### src/rtl/core/mtc_pkg.sv
package mtc_pkg;

  // config register indexes
  localparam int CfgIdxW  = 3;
  localparam int CfgDataW = 32;
  localparam logic [CfgIdxW-1:0] CfgTrimX1   = 3'd0;
  localparam logic [CfgIdxW-1:0] CfgTrimY1   = 3'd1;
  localparam logic [CfgIdxW-1:0] CfgTrimX2   = 3'd2;
  localparam logic [CfgIdxW-1:0] CfgTrimY2   = 3'd3;
  localparam logic [CfgIdxW-1:0] CfgTrimXy   = 3'd4;
  localparam logic [CfgIdxW-1:0] CfgTrimZ1Z2 = 3'd5;
  localparam logic [CfgIdxW-1:0] CfgTrimZ3Z4 = 3'd6;
  localparam logic [CfgIdxW-1:0] CfgTrimXyz1 = 3'd7;

  // divider: one quotient bit per stage
  localparam int DivW = 32;

  localparam logic [15:0] TOffset  = 16'h4000;
  localparam logic [31:0] BOffset  = 32'h0010_0000;
  localparam logic [31:0] GainBase = 32'd160;
  localparam logic [31:0] ZRound   = 32'h0000_8000;

  typedef struct packed {
    logic [7:0]  x1;
    logic [7:0]  y1;
    logic [7:0]  x2;
    logic [7:0]  y2;
    logic [15:0] xy_pair;
    logic [31:0] z1z2;
    logic [31:0] z3z4;
    logic [15:0] xyz1;
  } cfg_t;

  // values that ride alongside the divider
  typedef struct packed {
    logic signed [12:0] rx;
    logic signed [12:0] ry;
    logic               xy_err;
    logic               z_err;
    logic               z_neg;
  } side_t;

  typedef struct packed {
    logic [DivW:0]   rem;
    logic [DivW-1:0] num;
    logic [DivW-1:0] den;
  } div_lane_t;

  // one restoring step; quotient bits shift into num from the bottom
  function automatic div_lane_t div_step(input div_lane_t l);
    div_lane_t  o;
    logic [DivW:0] sh;
    logic          qb;
    sh    = {l.rem[DivW-1:0], l.num[DivW-1]};
    qb    = (sh >= {1'b0, l.den});
    o.rem = qb ? (sh - {1'b0, l.den}) : sh;
    o.num = {l.num[DivW-2:0], qb};
    o.den = l.den;
    return o;
  endfunction

endpackage

### src/rtl/core/mtc_back.sv
module mtc_back import mtc_pkg::*; (
  input  logic      clk_i,
  input  logic      rst_ni,
  input  logic      en_i,
  input  logic      valid_i,
  input  logic [DivW-1:0] xy_q_i,
  input  logic [DivW-1:0] z_q_i,
  input  side_t     side_i,
  input  cfg_t      cfg_i,
  output logic      valid_o,
  output logic [15:0] fx_o,
  output logic [15:0] fy_o,
  output logic [15:0] fz_o,
  output logic      xy_err_o,
  output logic      z_err_o
);

  logic [3:0] v_q;  // stages C..F, output stage separate
  logic       vo_q;

  // stage C: t, t^2, linear term, Z sign fix
  logic [15:0] t;
  logic [31:0] tw, sq, tlin, zq;
  logic [31:0] sq_q, tlin_q;
  logic [15:0] fz_c_q, fz_d_q, fz_e_q, fz_f_q;
  side_t       sc_q, sd_q, se_q, sf_q;

  assign t    = xy_q_i[15:0] - TOffset;
  assign tw   = {{16{t[15]}}, t};
  assign sq   = $signed(tw) * $signed(tw);
  assign tlin = $signed(tw) * $signed({17'd0, cfg_i.xy_pair[7:0], 7'd0});
  assign zq   = side_i.z_neg ? (32'd0 - z_q_i) : z_q_i;

  always_ff @(posedge clk_i or negedge rst_ni) begin
    if (!rst_ni) begin
      v_q  <= '0;
      vo_q <= 1'b0;
    end else if (en_i) begin
      v_q  <= {v_q[2:0], valid_i};
      vo_q <= v_q[3];
    end
  end

  always_ff @(posedge clk_i) begin
    if (en_i) begin
      sq_q   <= sq;
      tlin_q <= tlin;
      fz_c_q <= side_i.z_err ? 16'd0 : zq[15:0];
      sc_q   <= side_i;
    end
  end

  // stage D: quadratic sum
  logic [31:0] a, a_q;
  assign a = $signed({{24{cfg_i.xy_pair[15]}}, cfg_i.xy_pair[15:8]})
           * $signed(32'($signed(sq_q) >>> 7)) + tlin_q;

  always_ff @(posedge clk_i) begin
    if (en_i) begin
      a_q    <= a;
      fz_d_q <= fz_c_q;
      sd_q   <= sc_q;
    end
  end

  // stage E: gain multiply per axis
  logic [31:0] b, bx, by, bx_q, by_q;
  assign b  = 32'($signed(a_q) >>> 9) + BOffset;
  assign bx = b * ({{24{cfg_i.x2[7]}}, cfg_i.x2} + GainBase);
  assign by = b * ({{24{cfg_i.y2[7]}}, cfg_i.y2} + GainBase);

  always_ff @(posedge clk_i) begin
    if (en_i) begin
      bx_q   <= bx;
      by_q   <= by;
      fz_e_q <= fz_d_q;
      se_q   <= sd_q;
    end
  end

  // stage F: raw field times scale
  logic [31:0] dx, dy, dx_q, dy_q;
  assign dx = $signed({{19{se_q.rx[12]}}, se_q.rx}) * $signed(32'($signed(bx_q) >>> 12));
  assign dy = $signed({{19{se_q.ry[12]}}, se_q.ry}) * $signed(32'($signed(by_q) >>> 12));

  always_ff @(posedge clk_i) begin
    if (en_i) begin
      dx_q   <= dx;
      dy_q   <= dy;
      fz_f_q <= fz_e_q;
      sf_q   <= se_q;
    end
  end

  // stage G: offset, truncate; this is the output register
  logic [31:0] gx, gy;
  assign gx = 32'($signed(dx_q) >>> 13) + ({{24{cfg_i.x1[7]}}, cfg_i.x1} << 3);
  assign gy = 32'($signed(dy_q) >>> 13) + ({{24{cfg_i.y1[7]}}, cfg_i.y1} << 3);

  always_ff @(posedge clk_i) begin
    if (en_i) begin
      fx_o     <= sf_q.xy_err ? 16'd0 : gx[15:0];
      fy_o     <= sf_q.xy_err ? 16'd0 : gy[15:0];
      fz_o     <= fz_f_q;
      xy_err_o <= sf_q.xy_err;
      z_err_o  <= sf_q.z_err;
    end
  end

  assign valid_o = vo_q;

endmodule
### config.mk
export PLATFORM = sky130hd
export DESIGN_NAME = mtc_back
export DESIGN_NICKNAME = d
export VERILOG_FILES = /design/src/rtl/core/mtc_pkg.sv /design/src/rtl/core/mtc_back.sv
export SDC_FILE = /design/constraint.sdc
export NUM_CORES = 2
export LEC_CHECK = 0
export BUFFER_PORTS_ARGS = -buffer_cell sky130_fd_sc_hd__buf_2
export CORE_MARGIN = 1
export CORE_UTILIZATION = 60
export DETAILED_ROUTE_END_ITERATION = 10
export PLACE_DENSITY_LB_ADDON = 0.12
export SLEW_MARGIN = 30
export SYNTH_ARGS = -nofsm -noshare
export SYNTH_HDL_FRONTEND = slang
export SYNTH_SLANG_ARGS = --single-unit
### constraint.sdc
create_clock -name clk_i -period 10.93 [get_ports clk_i]
set_clock_uncertainty 0.2 [all_clocks]
set_input_delay 2.186 -clock clk_i [delete_from_list [all_inputs] [get_ports clk_i]]
set_output_delay 2.186 -clock clk_i [all_outputs]
set_load 0.05 [all_outputs]
After elaboration in Yosys (flattened, before gate mapping):

Index checks and enable logic that the tools add are counted.

* add/subtract/negate cells: 8
* $mul: 7
* multiplexer cells: 1

Operator list (number)
* 24-bit by 10-bit multiplier with 32-bit output: 2
* 13-bit by 20-bit multiplier with 29-bit output: 2
* 16-bit by 11-bit adder with 16-bit output: 2
* 32-bit adder: 1
* 16-bit by 16-bit multiplier with 32-bit output: 1
* 8-bit by 25-bit multiplier with 32-bit output: 1
* 16-bit by 9-bit multiplier with 25-bit output: 1
* 23-bit by 22-bit adder with 24-bit output, second input constant: 1
* 8-bit by 9-bit adder with 10-bit output, second input constant: 2
* 16-bit 2-to-1 mux: 1
* 1-bit by 16-bit subtractor with 16-bit output, first input constant: 1
* 16-bit by 15-bit subtractor with 16-bit output, second input constant: 1

* flip-flop bits (word level): 416
* input bits: 225
* output and inout port bits: 51
* logic and storage cells: 48

Logic depth before layout (Yosys ltp):

* word-level depth: 2
* depth in mapped cells: 27
* mapped depth without buffers: 27

Worst setup path after synthesis:

Ideal clock, no wire load.

* kind: in2reg
* start point: input xy_q_i[14]
* end point: register sq_q[31] (data pin)
* library setup time: 260 ps
* arrival: 8248 ps
* data required time: 10470 ps
* slack: 2222 ps
* stages: 21
* buffers on the path: 1
* path through: clkinv_1 ha_1 inv_1 buf_1 nand2_1 fa_1 inv_1 fa_1 fa_1 fa_1 fa_1 fa_1 ha_1 and4_1 a22o_1 o311ai_0 a21o_1 a211oi_1 o21a_1 nor2_1 xnor2_1

* word-level cells in the longest chain between the ends: 2

Ends and longest elaborated chain
* from (decl): RTL line mtc_back.sv:6 `input logic [DivW-1:0] xy_q_i,`
* 16-bit by 15-bit subtractor with 16-bit output: RTL line mtc_back.sv:28 `assign t = xy_q_i[15:0] - TOffset;`
* 16-bit by 16-bit multiplier with 32-bit output: RTL line mtc_back.sv:30 `assign sq = $signed(tw) * $signed(tw);`
* net sq[31]: RTL line mtc_back.sv:23 `logic [31:0] tw, sq, tlin, zq;`
* to (signal assigned): RTL line mtc_back.sv:46 `sq_q <= sq;`
* to (decl): RTL line mtc_back.sv:24 `logic [31:0] sq_q, tlin_q;`

The timed path passes the listed nets, and every way through them passes these cells.
A chain may end at the register's enable or synchronous reset.

Worst setup path in the final report:

* start point: input xy_q_i[3]
* end point: register sq_q[22] (data pin)

Same word-level chain as after synthesis.

==> results.yml <==
outcome:
  status: "finished, final reports clean"
clock_network:
  cts_sinks: 350
  cts_tree: "built"
  post_cts_buffers: 0
  clk_latency_ns: 0.64
  cts.clk_slew.worst_paths_ns: 0.06
  hold_buffers: 0
  cts_buffers: 43
  clockBufferDepth: 3
  postCtsResizedCells: 0
  root_buffer: "clkbuf_16"
  h-tree-depth: 2
route:
  wl_mm: 122.4
  routed-via-count: 40210
  drc: 0
  routedWlPerCell_microns: 15.88
  dr.pass1.iters: 5
  vias_per_cell: 5.216
  ant_nets: 0
  drt-initial-drc-count: 1810
synth:
  ys_types: 67
  synth_top_area_share: 0.4091
  yosys_most_used_dff: "edfxtp_1"
  synth_fp_nets: 8344
  synthCells: 6282
  ys_warn_count: 0
  synth-async-reset-ratio: 0.01429
  ys_seq_area_frac: 0.1666
  avgSynthCellArea_sq_um: 10.02
  synthTopCellsByArea: "fa_1, edfxtp_1, ha_1"
  synth_top_area_cell: "fa_1"
  synth_edf_count: 345
  netlist_area_sq_um: 62930
  synth_seq_cells: 350
finish:
  fin_nets: 8358
  diodes: 0
  final_common_cell: "inv_1"
  area_growth_pct: 5.364
  layout-drive-gt1-share: 0.04423
  layout_common_cells: "inv_1, fa_1, nand2_1"
place:
  place.port_buffers: 163
  gp_congestion: 0.8469
  dpl.hpwl_mm: 98.94
global_route:
  grt_usage: 0.2455
  grt_max_degree: 145
  grt_pass1_wl_mm: 211.3
  overflow: 0
  grt_pass1_vias: 43930
  antenna_found_initial: 9
die:
  die_w_microns: 325.9
  core_region_area_sq_um: 103800
  row_count: 118
  die_h_microns: 325.9
  dieArea_sq_um: 106200
  pin_count: 276
  start_util: 0.6063
worst_setup_path:
  crit_type: "input port to flip-flop"
  crit_fanout: 23
  end_kind: "flip-flop"
  crit_required_ns: 11.12
  cp_data_arrival_time_ns: 8.71
  rrSetupSlack_ns: 3.77
  startpoint_type: "input port"
sta:
  maxSlewHeadroom: 0.3633
  tns_ns: 0
  finalSetupViolations: 0
  min_period_ns: 8.520
  slew_violations: 0
  worstMarginPinSlew_ns: 0.9550
  timing.fmax_ghz: 0.1174
  hold_viol: 0
  post-route-period-util: 0.7795
  rsz0062_at_grt: "false"
hold_path:
  hp-class: "flip-flop to flip-flop"
flow_run:
  cap_violations: 0
[through the flow]
step / cell area (sq um) / utilization / hold slack (ns) / setup slack [ns] / std cells
floorplan: 62930 / - / 0.2003 / 2.222 / 6282
global route: 66300 / 0.6388 / 0.2220 / 2.033 / 7710
CTS: 66290 / 0.6387 / 0.2166 / 2.384 / 7710
finish: 66300 / 0.6388 / 0.2147 / 2.410 / 7710
detailed placement: 64840 / 0.6247 / 0.2045 / 1.704 / 7631
global placement: 64840 / 0.6247 / 0.2002 / 1.763 / 7631
[cells in the mapped netlist, drive strengths merged (3+ instances only)]
library cell	n
o31ai	5
a21o	42
or2	5
xnor2	172
and3	25
clkbuf	204
a31oi	4
mux2	7
nor3	45
a21oi	91
fa	1286
a211oi	15
o21bai	13
o21a	29
o21ai	75
o211ai	8
ha	551
edfxtp	345
nor2b	113
a31o	4
dfrtp	5
inv	1564
xor2	61
nor2	158
nand2b	69
nand2	649
a21boi	9
nand3	28
buf	7
nand4	16
a211o	3
and2	623
or3	13
[per-layer routing]
metal,share of wire,wire (microns),global-route usage
met1,0.42,50930,0.3125
met2,0.51,62890,0.4411
met3,0.049,6009,0.03501
met4,0.021,2518,0.05909
met5,0.00059,72,0
[logic make-up after synthesis]
| family | Yosys count | synth area share |
|---|---|---|
| adders and majority gates | 1837 | 0.5187 |
| AOI/OAI and AO/OA | 319 | 0.03315 |
| buffers and inverters | 1776 | 0.1059 |
| xor gates and xnor gates | 233 | 0.03243 |
| DFF | 350 | 0.1666 |
| muxes | 9 | 0.001571 |
| and+or+nand+nor | 1758 | 0.1416 |
[sequential cells by signal (all words and copies together) (netlist names)]
signal and cells:
by_q 20, valid_o 1, bx_q 20, fz_c_q 16, sq_q 25, se_q 28
sf_q 2, a_q 23, fx_o 16, xy_err_o 1, sd_q 28, z_err_o 1
dx_q 16, fy_o 16, v_q 4, dy_q 16, fz_o 16, fz_e_q 16
sc_q 28, tlin_q 25, fz_f_q 16, fz_d_q 16
[critical path, cell delays in order]
cell      delay [ns]
buf_2           0.43
inv_1           0.29
nor2_1          0.26
inv_1           0.09
fa_1            0.54
inv_1           0.06
fa_1            0.53
inv_1           0.06
fa_1            0.51
inv_1           0.06
fa_1            0.49
fa_1            0.49
inv_1           0.05
fa_1            0.47
inv_1           0.05
ha_1            0.32
a21oi_1         0.22
nand3b_1        0.10
a311o_1         0.34
nand3_1         0.20
nand2_1         0.15
o21a_1          0.21
o21a_1          0.19
or2_2           0.28
xor2_1          0.14
[final cells by class]
cell class,count,area (sq um)
multi-input cells,4156,45800
fillers,8623,37490
flip-flops and latches,350,10490
inverters,1565,5874
well taps,1380,1727
clock buffers,46,1087
repair buffers,180,965.9
clock inverters,33,361.6
[path summary, 6_finish.rpt]
check,depth (start not counted),end,startpoint
setup / recovery,25,sq_q[22],xy_q_i[3]
min in group asynchronous,1,v_q[1],rst_ni
setup reg to reg,20,dx_q[26],se_q[17]
max in group asynchronous,1,v_q[3],rst_ni
hold reg to reg,0,fz_d_q[3],fz_c_q[3]
hold / removal,0,fz_d_q[3],fz_c_q[3]
Power is not shown: default switching activity piles up to over one toggle a cycle in this logic, so the estimate is an artifact.
