$ cat src/rtl/core/mtc_pkg.sv
package mtc_pkg;

  // config register indexes
  localparam int CfgIdxW  = 3;
  localparam int CfgDataW = 32;
  localparam logic [CfgIdxW-1:0] CfgTrimX1   = 3'd0;
  localparam logic [CfgIdxW-1:0] CfgTrimY1   = 3'd1;
  localparam logic [CfgIdxW-1:0] CfgTrimX2   = 3'd2;
  localparam logic [CfgIdxW-1:0] CfgTrimY2   = 3'd3;
  localparam logic [CfgIdxW-1:0] CfgTrimXy   = 3'd4;
  localparam logic [CfgIdxW-1:0] CfgTrimZ1Z2 = 3'd5;
  localparam logic [CfgIdxW-1:0] CfgTrimZ3Z4 = 3'd6;
  localparam logic [CfgIdxW-1:0] CfgTrimXyz1 = 3'd7;

  // divider: one quotient bit per stage
  localparam int DivW = 32;

  localparam logic [15:0] TOffset  = 16'h4000;
  localparam logic [31:0] BOffset  = 32'h0010_0000;
  localparam logic [31:0] GainBase = 32'd160;
  localparam logic [31:0] ZRound   = 32'h0000_8000;

  typedef struct packed {
    logic [7:0]  x1;
    logic [7:0]  y1;
    logic [7:0]  x2;
    logic [7:0]  y2;
    logic [15:0] xy_pair;
    logic [31:0] z1z2;
    logic [31:0] z3z4;
    logic [15:0] xyz1;
  } cfg_t;

  // values that ride alongside the divider
  typedef struct packed {
    logic signed [12:0] rx;
    logic signed [12:0] ry;
    logic               xy_err;
    logic               z_err;
    logic               z_neg;
  } side_t;

  typedef struct packed {
    logic [DivW:0]   rem;
    logic [DivW-1:0] num;
    logic [DivW-1:0] den;
  } div_lane_t;

  // one restoring step; quotient bits shift into num from the bottom
  function automatic div_lane_t div_step(input div_lane_t l);
    div_lane_t  o;
    logic [DivW:0] sh;
    logic          qb;
    sh    = {l.rem[DivW-1:0], l.num[DivW-1]};
    qb    = (sh >= {1'b0, l.den});
    o.rem = qb ? (sh - {1'b0, l.den}) : sh;
    o.num = {l.num[DivW-2:0], qb};
    o.den = l.den;
    return o;
  endfunction

endpackage

$ cat src/rtl/core/mtc_front.sv
module mtc_front import mtc_pkg::*; (
  input  logic      clk_i,
  input  logic      rst_ni,
  input  logic      en_i,
  input  logic      valid_i,
  input  logic [7:0] b0_i,
  input  logic [7:0] b1_i,
  input  logic [7:0] b2_i,
  input  logic [7:0] b3_i,
  input  logic [7:0] b4_i,
  input  logic [5:0] b6_i,
  input  logic [7:0] b5_i,
  input  logic [7:0] b7_i,
  input  cfg_t      cfg_i,
  output logic      valid_o,
  output div_lane_t xy_o,
  output div_lane_t z_o,
  output side_t     side_o
);

  // stage A: unpack, Z products
  logic [13:0] r;
  logic [15:0] divisor;
  logic [31:0] diff, pz3, pz1;

  logic        va_q;
  logic [14:0] rz_q;
  logic [31:0] pz3_q, pz1_q;
  logic [15:0] divisor_q;
  logic signed [12:0] rx_q, ry_q;

  assign r       = {b7_i, b6_i};
  assign divisor = (r != 14'd0) ? {2'b00, r} : cfg_i.xyz1;
  assign diff    = {18'd0, r} - {{16{cfg_i.xyz1[15]}}, cfg_i.xyz1};
  assign pz3     = $signed({{16{cfg_i.z3z4[15]}}, cfg_i.z3z4[15:0]}) * $signed(diff);
  assign pz1     = {16'd0, cfg_i.z1z2[15:0]} * {17'd0, r, 1'b0};

  always_ff @(posedge clk_i or negedge rst_ni) begin
    if (!rst_ni) begin
      va_q <= 1'b0;
    end else if (en_i) begin
      va_q <= valid_i;
    end
  end

  always_ff @(posedge clk_i) begin
    if (en_i) begin
      rx_q      <= {b1_i, b0_i[7:3]};
      ry_q      <= {b3_i, b2_i[7:3]};
      rz_q      <= {b5_i, b4_i[7:1]};
      pz3_q     <= pz3;
      pz1_q     <= pz1;
      divisor_q <= divisor;
    end
  end

  // stage B: numerator, denominator, magnitudes
  logic [31:0] t1, num, den, pz1r, nabs, dabs;
  logic        vb_q;

  assign t1   = {{17{rz_q[14]}}, rz_q} - {{16{cfg_i.z3z4[31]}}, cfg_i.z3z4[31:16]};
  assign num  = (t1 << 15) - 32'($signed(pz3_q) >>> 2);
  assign pz1r = pz1_q + ZRound;
  assign den  = {{16{cfg_i.z1z2[31]}}, cfg_i.z1z2[31:16]} + {{16{pz1r[31]}}, pz1r[31:16]};
  assign nabs = num[31] ? (32'd0 - num) : num;
  assign dabs = den[31] ? (32'd0 - den) : den;

  always_ff @(posedge clk_i or negedge rst_ni) begin
    if (!rst_ni) begin
      vb_q <= 1'b0;
    end else if (en_i) begin
      vb_q <= va_q;
    end
  end

  always_ff @(posedge clk_i) begin
    if (en_i) begin
      xy_o.rem      <= '0;
      xy_o.num      <= {2'b00, cfg_i.xyz1, 14'd0};
      xy_o.den      <= {16'd0, divisor_q};
      z_o.rem       <= '0;
      z_o.num       <= nabs;
      z_o.den       <= dabs;
      side_o.rx     <= rx_q;
      side_o.ry     <= ry_q;
      side_o.xy_err <= (divisor_q == 16'd0);
      side_o.z_err  <= (den == 32'd0);
      side_o.z_neg  <= num[31] ^ den[31];
    end
  end

  assign valid_o = vb_q;

endmodule

$ cat config.mk
export PLATFORM = sky130hd
export DESIGN_NAME = mtc_front
export DESIGN_NICKNAME = d
export VERILOG_FILES = /design/src/rtl/core/mtc_pkg.sv /design/src/rtl/core/mtc_front.sv
export SDC_FILE = /design/constraint.sdc
export NUM_CORES = 2
export LEC_CHECK = 0
export BUFFER_PORTS_ARGS = -buffer_cell sky130_fd_sc_hd__buf_2
export CAP_MARGIN = 40
export CORE_ASPECT_RATIO = 0.7
export CORE_MARGIN = 3
export CORE_UTILIZATION = 45
export DETAILED_ROUTE_END_ITERATION = 8
export PLACE_DENSITY = 0.65
export SLEW_MARGIN = 10
export SYNTH_ARGS = -nofsm -noshare
export SYNTH_HDL_FRONTEND = slang
export SYNTH_SLANG_ARGS = --single-unit
$ cat constraint.sdc
create_clock -name clk_i -period 5.1 [get_ports clk_i]
set_input_delay 0.51 -clock clk_i [delete_from_list [all_inputs] [get_ports clk_i]]
set_output_delay 0.51 -clock clk_i [all_outputs]
set_load 0.03 [all_outputs]
* Word-level counts from Yosys, hierarchy flattened
Cells that the tools add are included.
Word-level totals: bits in registers 246, bits of input ports 194, output and inout port bits 224, word-level logic and storage cells 36
Operators by class: add/sub/neg operators 7, $mul 2, mux-type cells 3, bitwise logic cells 1, reduce and logical (&&, ||, !) cells 3
Operators with widths (number):
- 2-to-1 mux 31 bit | 2
- subtractor 15 x 16 -> 17 bit | 2
- adder 31 x 16 -> 32 bit (second input constant) | 1
- logical NOT 32 bit | 1
- multiplier 16 x 17 -> 32 bit | 1
- subtractor 1 x 32 -> 32 bit (first input constant) | 1
- subtractor 32 bit | 1
- multiplier 16 x 14 -> 30 bit | 1
- subtractor 1 x 17 -> 18 bit (first input constant) | 1
- adder 16 x 16 -> 17 bit | 1
- logical NOT 16 bit | 1
- 2-to-1 mux 14 bit | 1
- nonzero test 14 bit | 1
- XOR 1 bit | 1

* Longest topological paths before layout
depth after elaboration 4, depth in mapped cells 36, mapped depth without buffers 34

* Worst setup path before layout
OpenSTA, ideal clock, no wires.
kind in2reg, start input b6_i[0], end register pz3_q[30], data pin, library setup time 0.258 ns, data arrival time 7.735 ns, path slack -2.892 ns, stages 33, path buffers 3, path through clkbuf_1 -> inv_1 -> ha_1 -> fa_1 -> nor2b_1 -> o2111ai_1 -> nand3_1 -> nand2_1 -> o211ai_1 -> a21o_1 -> a21o_1 -> a21oi_1 -> clkbuf_1 -> nand2_1 -> fa_1 -> inv_1 -> fa_1 -> clkbuf_1 -> xnor2_1 -> xnor2_1 -> fa_1 -> fa_1 -> inv_1 -> fa_1 -> inv_1 -> ha_1 -> and3_1 -> and3_1 -> a21oi_1 -> nand3_1 -> a31o_2 -> a21oi_1 -> xnor2_1
Between the ends: longest elaborated chain between the ends 2
RTL lines:
- start: declaration | RTL line mtc_front.sv:11 | input logic [5:0] b6_i,
- subtractor 15 x 16 -> 17 bit | RTL line mtc_front.sv:34 | assign diff = {18'd0, r} - {{16{cfg_i.xyz1[15]}}, cfg_i.xyz1};
- multiplier 16 x 17 -> 32 bit | RTL line mtc_front.sv:35 | assign pz3 = $signed({{16{cfg_i.z3z4[15]}}, cfg_i.z3z4[15:0]}) * $signed(diff);
- named net pz3[30] | RTL line mtc_front.sv:24 | logic [31:0] diff, pz3, pz1;
- end signal: assignment | RTL line mtc_front.sv:51 | pz3_q <= pz3;
- end: declaration | RTL line mtc_front.sv:28 | logic [31:0] pz3_q, pz1_q;
The timed path passes the listed nets, and every way through them passes these cells. A chain may end at the register's enable or synchronous reset.

* Final worst setup path
start input cfg_i[0] (netlist bit), end register pz3_q[30], data pin
Between the ends: longest elaborated chain between the ends 2
RTL lines:
- start: declaration | RTL line mtc_front.sv:14 | input cfg_t cfg_i,
- subtractor 15 x 16 -> 17 bit | RTL line mtc_front.sv:34
- multiplier 16 x 17 -> 32 bit | RTL line mtc_front.sv:35
- named net pz3[30] | RTL line mtc_front.sv:24
The timed path passes the listed nets, and every way through them passes these cells.

==> results.md <==
- Crit-path max cell delay: between 0.5 and 0.6 ns
- 1st-pass router iterations: 5
- Maximum clock frequency: about 0.14 GHz
- Setup tns final: -38.67 ns
- MaxCap Viol Count: 0
- Skew final: 0.0310 ns
- R2R Path Start: rz_q[1]
- Antenna-violating nets left: 0
- Startpoint Class: input port
- Reg clk slew, reported paths: 0.06 ns
- Worst Max-Slew Pin Slew: 0.923 ns
- Initial DRC Count: roughly 1300
- Seq/Total Area, Yosys: 22.2%
- EDFF count, synth: approximately 210
- Reg-to-reg slack, setup: 0.34 ns
- Post-Syn Area: ~0.029 mm²
- Site Rows: 77
- Most frequent cells in the layout: 522 x inv_1, 407 x fa_1, 341 x buf_4
- Final wirelength: 78400 µm
- Mean cell area of the mapped netlist: 9.86 µm²
- Seq cells post-synth: approximately 220
- Worst reg2reg path depth: 21
- Post-Synthesis Cells: just under 3000
- Slowest CP cell: fa_2
- HPWL Detailed: 64500 µm
- Die area: 0.0680 mm²
- Vias post-DR: 21600
- Placeable core area: between 0.06 and 0.07 mm²
- Max Fanout on Critical Path: 4
- Number of remaining DRC errors: 0
- Max-slew violations: 0
- HP Class: in -> reg
- Placer Congestion: approximately 0.9
- Worst setup EP type: register
- Worst Slack Setup Final: -1.83 ns
- Final period utilization: 136%
- Number of global-route vias before repair: 21800
- Final setup violating endpoints: 41
- Die Wd: between 300 and 400 µm
- WL met2: 33600 µm
- Layout cells sized above 1: 27.5%
- I/O pin count: 418
- Fin util: 57.6%
- Slew Limit Headroom: 38.5%
- Final hold viol count: 0
- Largest net degree at the start of global routing: 127
- Worst skew pair latency: 0.57 ns
- Top routing layer used: met5
- CP most frequent cell: fa_1
- Die height: 219 µm
- CTS root buffer: clkbuf_16
- Worst EP arrival: about 7.2 ns
- CTS buffer count: 26
- TritonCTS clock tree: built
- Initial cell density of the core: between 40 and 50%
- Synth Warn #: 0
- Hold path startpoint: b1_i[4]
- Most common cell after layout, fill and taps aside: inv_1
- Number of antenna violations at the first check in global routing: 8
- Met1 Routed Length: roughly 37000 µm
- # fillers: 5464
- Fin crit period: 6.93 ns
- Global Route Usage Sum: about 23%
- Area delta synth->final: 25.7%
- RSZ-0062 raised after global routing: yes
- Fraction of registers with async set/reset: 0.926%
- Failing checks: setup timing
- DP Worst Slack: -2.74 ns
- WS Path Type: in -> reg
- H-Tree Depth: 1
- Synth Flop Type: edfxtp_1
- Outcome: complete, but fails checks
- Metal3 WL: around 6800 µm
- Dpl cells: roughly 4300
- I/O Buffers: 264
- Req. time, crit path: 5.40 ns
- Clk buf depth: 3
- Synth unique cells: 74
- FF-to-FF End: z_o[36]
- Clk sink count: 216
- Congestion Overflow GR: 0
- Hold depth: 1
- Hold EP: rx_q[9]
- Drt via density: 4.87
- Layout net count: 4410
- Global-route wire length before repair: 122000 µm
- DR WL/cell: 17.7 µm
- Non-Filler Instances: 4437
-- stage by stage --
step | cell area [µm²] | hold slack (ns)
after global placement | 33700 | 0.298
after CTS | 35900 | 0.107
after detailed placement | 33800 | 0.298
after global routing | 36700 | 0.108
after floorplan | 30300 | 0.214
final | 36700 | 0.128
-- cells in the mapped netlist (36+ instances only) --
cell | instances | share of area, %
nand2_1 | 315 | 4.1
xor2_1 | 50 | 1.5
a21oi_1 | 77 | 1.3
and2_1 | 212 | 4.5
xnor2_1 | 138 | 4.1
clkbuf_1 | 84 | 1.1
o21ai_0 | 52 | 0.89
buf_4 | 113 | 2.9
nor2_1 | 96 | 1.2
nor2b_1 | 36 | 0.77
ha_1 | 240 | 10
edfxtp_1 | 214 | 22
inv_1 | 558 | 7.2
fa_1 | 430 | 29
-- worst max-delay path: cells and delay by family --
family | cells | cell delay, ns
AO/OA/AOI/OAI | 10 | 1.80
XOR/XNOR | 2 | 0.16
adder cells (fa/ha/maj) | 9 | 3.65
buffers and inverters | 5 | 0.47
AND/OR/NAND/NOR | 5 | 0.62
-- cells by family after synthesis --
group,after synthesis,share of synthesized area [%]
flip-flops,216,22.2
adder cells (fa/ha/maj),671,39.8
buffers and inverters,762,11.3
AO/OA/AOI/OAI,270,6.02
multiplexers,7,0.253
other,1,0.0129
AND/OR/NAND/NOR,845,14.8
XOR/XNOR,188,5.64
-- worst max path at each step --
stage / start / end / slack, ns / cells after the start
3_5_place_dp: cfg_i[1] / pz3_q[31] / -2.74 / 32
4_1_cts: cfg_i[1] / pz3_q[31] / -1.82 / 32
2_1_floorplan: b6_i[0] / pz3_q[30] / -2.17 / 33
5_1_grt: b6_i[1] / pz3_q[30] / -2.07 / 33
6_report: cfg_i[0] / pz3_q[30] / -1.83 / 31
3_3_place_gp: cfg_i[1] / pz3_q[30] / -2.63 / 33
-- state kept, by name (all words and copies together) (netlist names) --
name / count
rx_q: 13
divisor_q: 16
z_o: 50
pz3_q: 30
valid_o: 1
side_o: 29
pz1_q: 16
ry_q: 13
xy_o: 32
rz_q: 15
va_q: 1
-- metal layers --
layer / global-route usage, % / vias to the layer above
li1: - / 10300
met1: 34.2 / 10500
met2: 33.5 / 692
met3: 6.18 / 72
met4: 3.59 / 6
met5: 0 / -
-- area by class of cell --
| class | instances | area, µm² | area share (%) |
|---|---|---|---|
| antenna | 3 | 7.51 | 0.0205 |
| clock buffer | 29 | 662 | 1.80 |
| clock inverter | 18 | 193 | 0.525 |
| inverter | 558 | 2100 | 5.72 |
| multi-input combinational | 2081 | 21300 | 58.0 |
| sequential | 216 | 6480 | 17.7 |
| tap | 869 | 1090 | 2.96 |
| timing repair buffer | 663 | 4890 | 13.3 |
-- repair_timing --
action | 4_1_cts | 5_1_grt
gates resized for setup | 194 | 148
hold buffers | 1 | 0
buffers inserted | 47 | 27
pin swaps | 101 | 100
cloned | 4 | 1
setup endpoints to repair | 41 | 71
endpoints found under the hold margin | 2 | 0
Power is not shown: default switching activity piles up to over one toggle a cycle in this logic, so the estimate is an artifact.
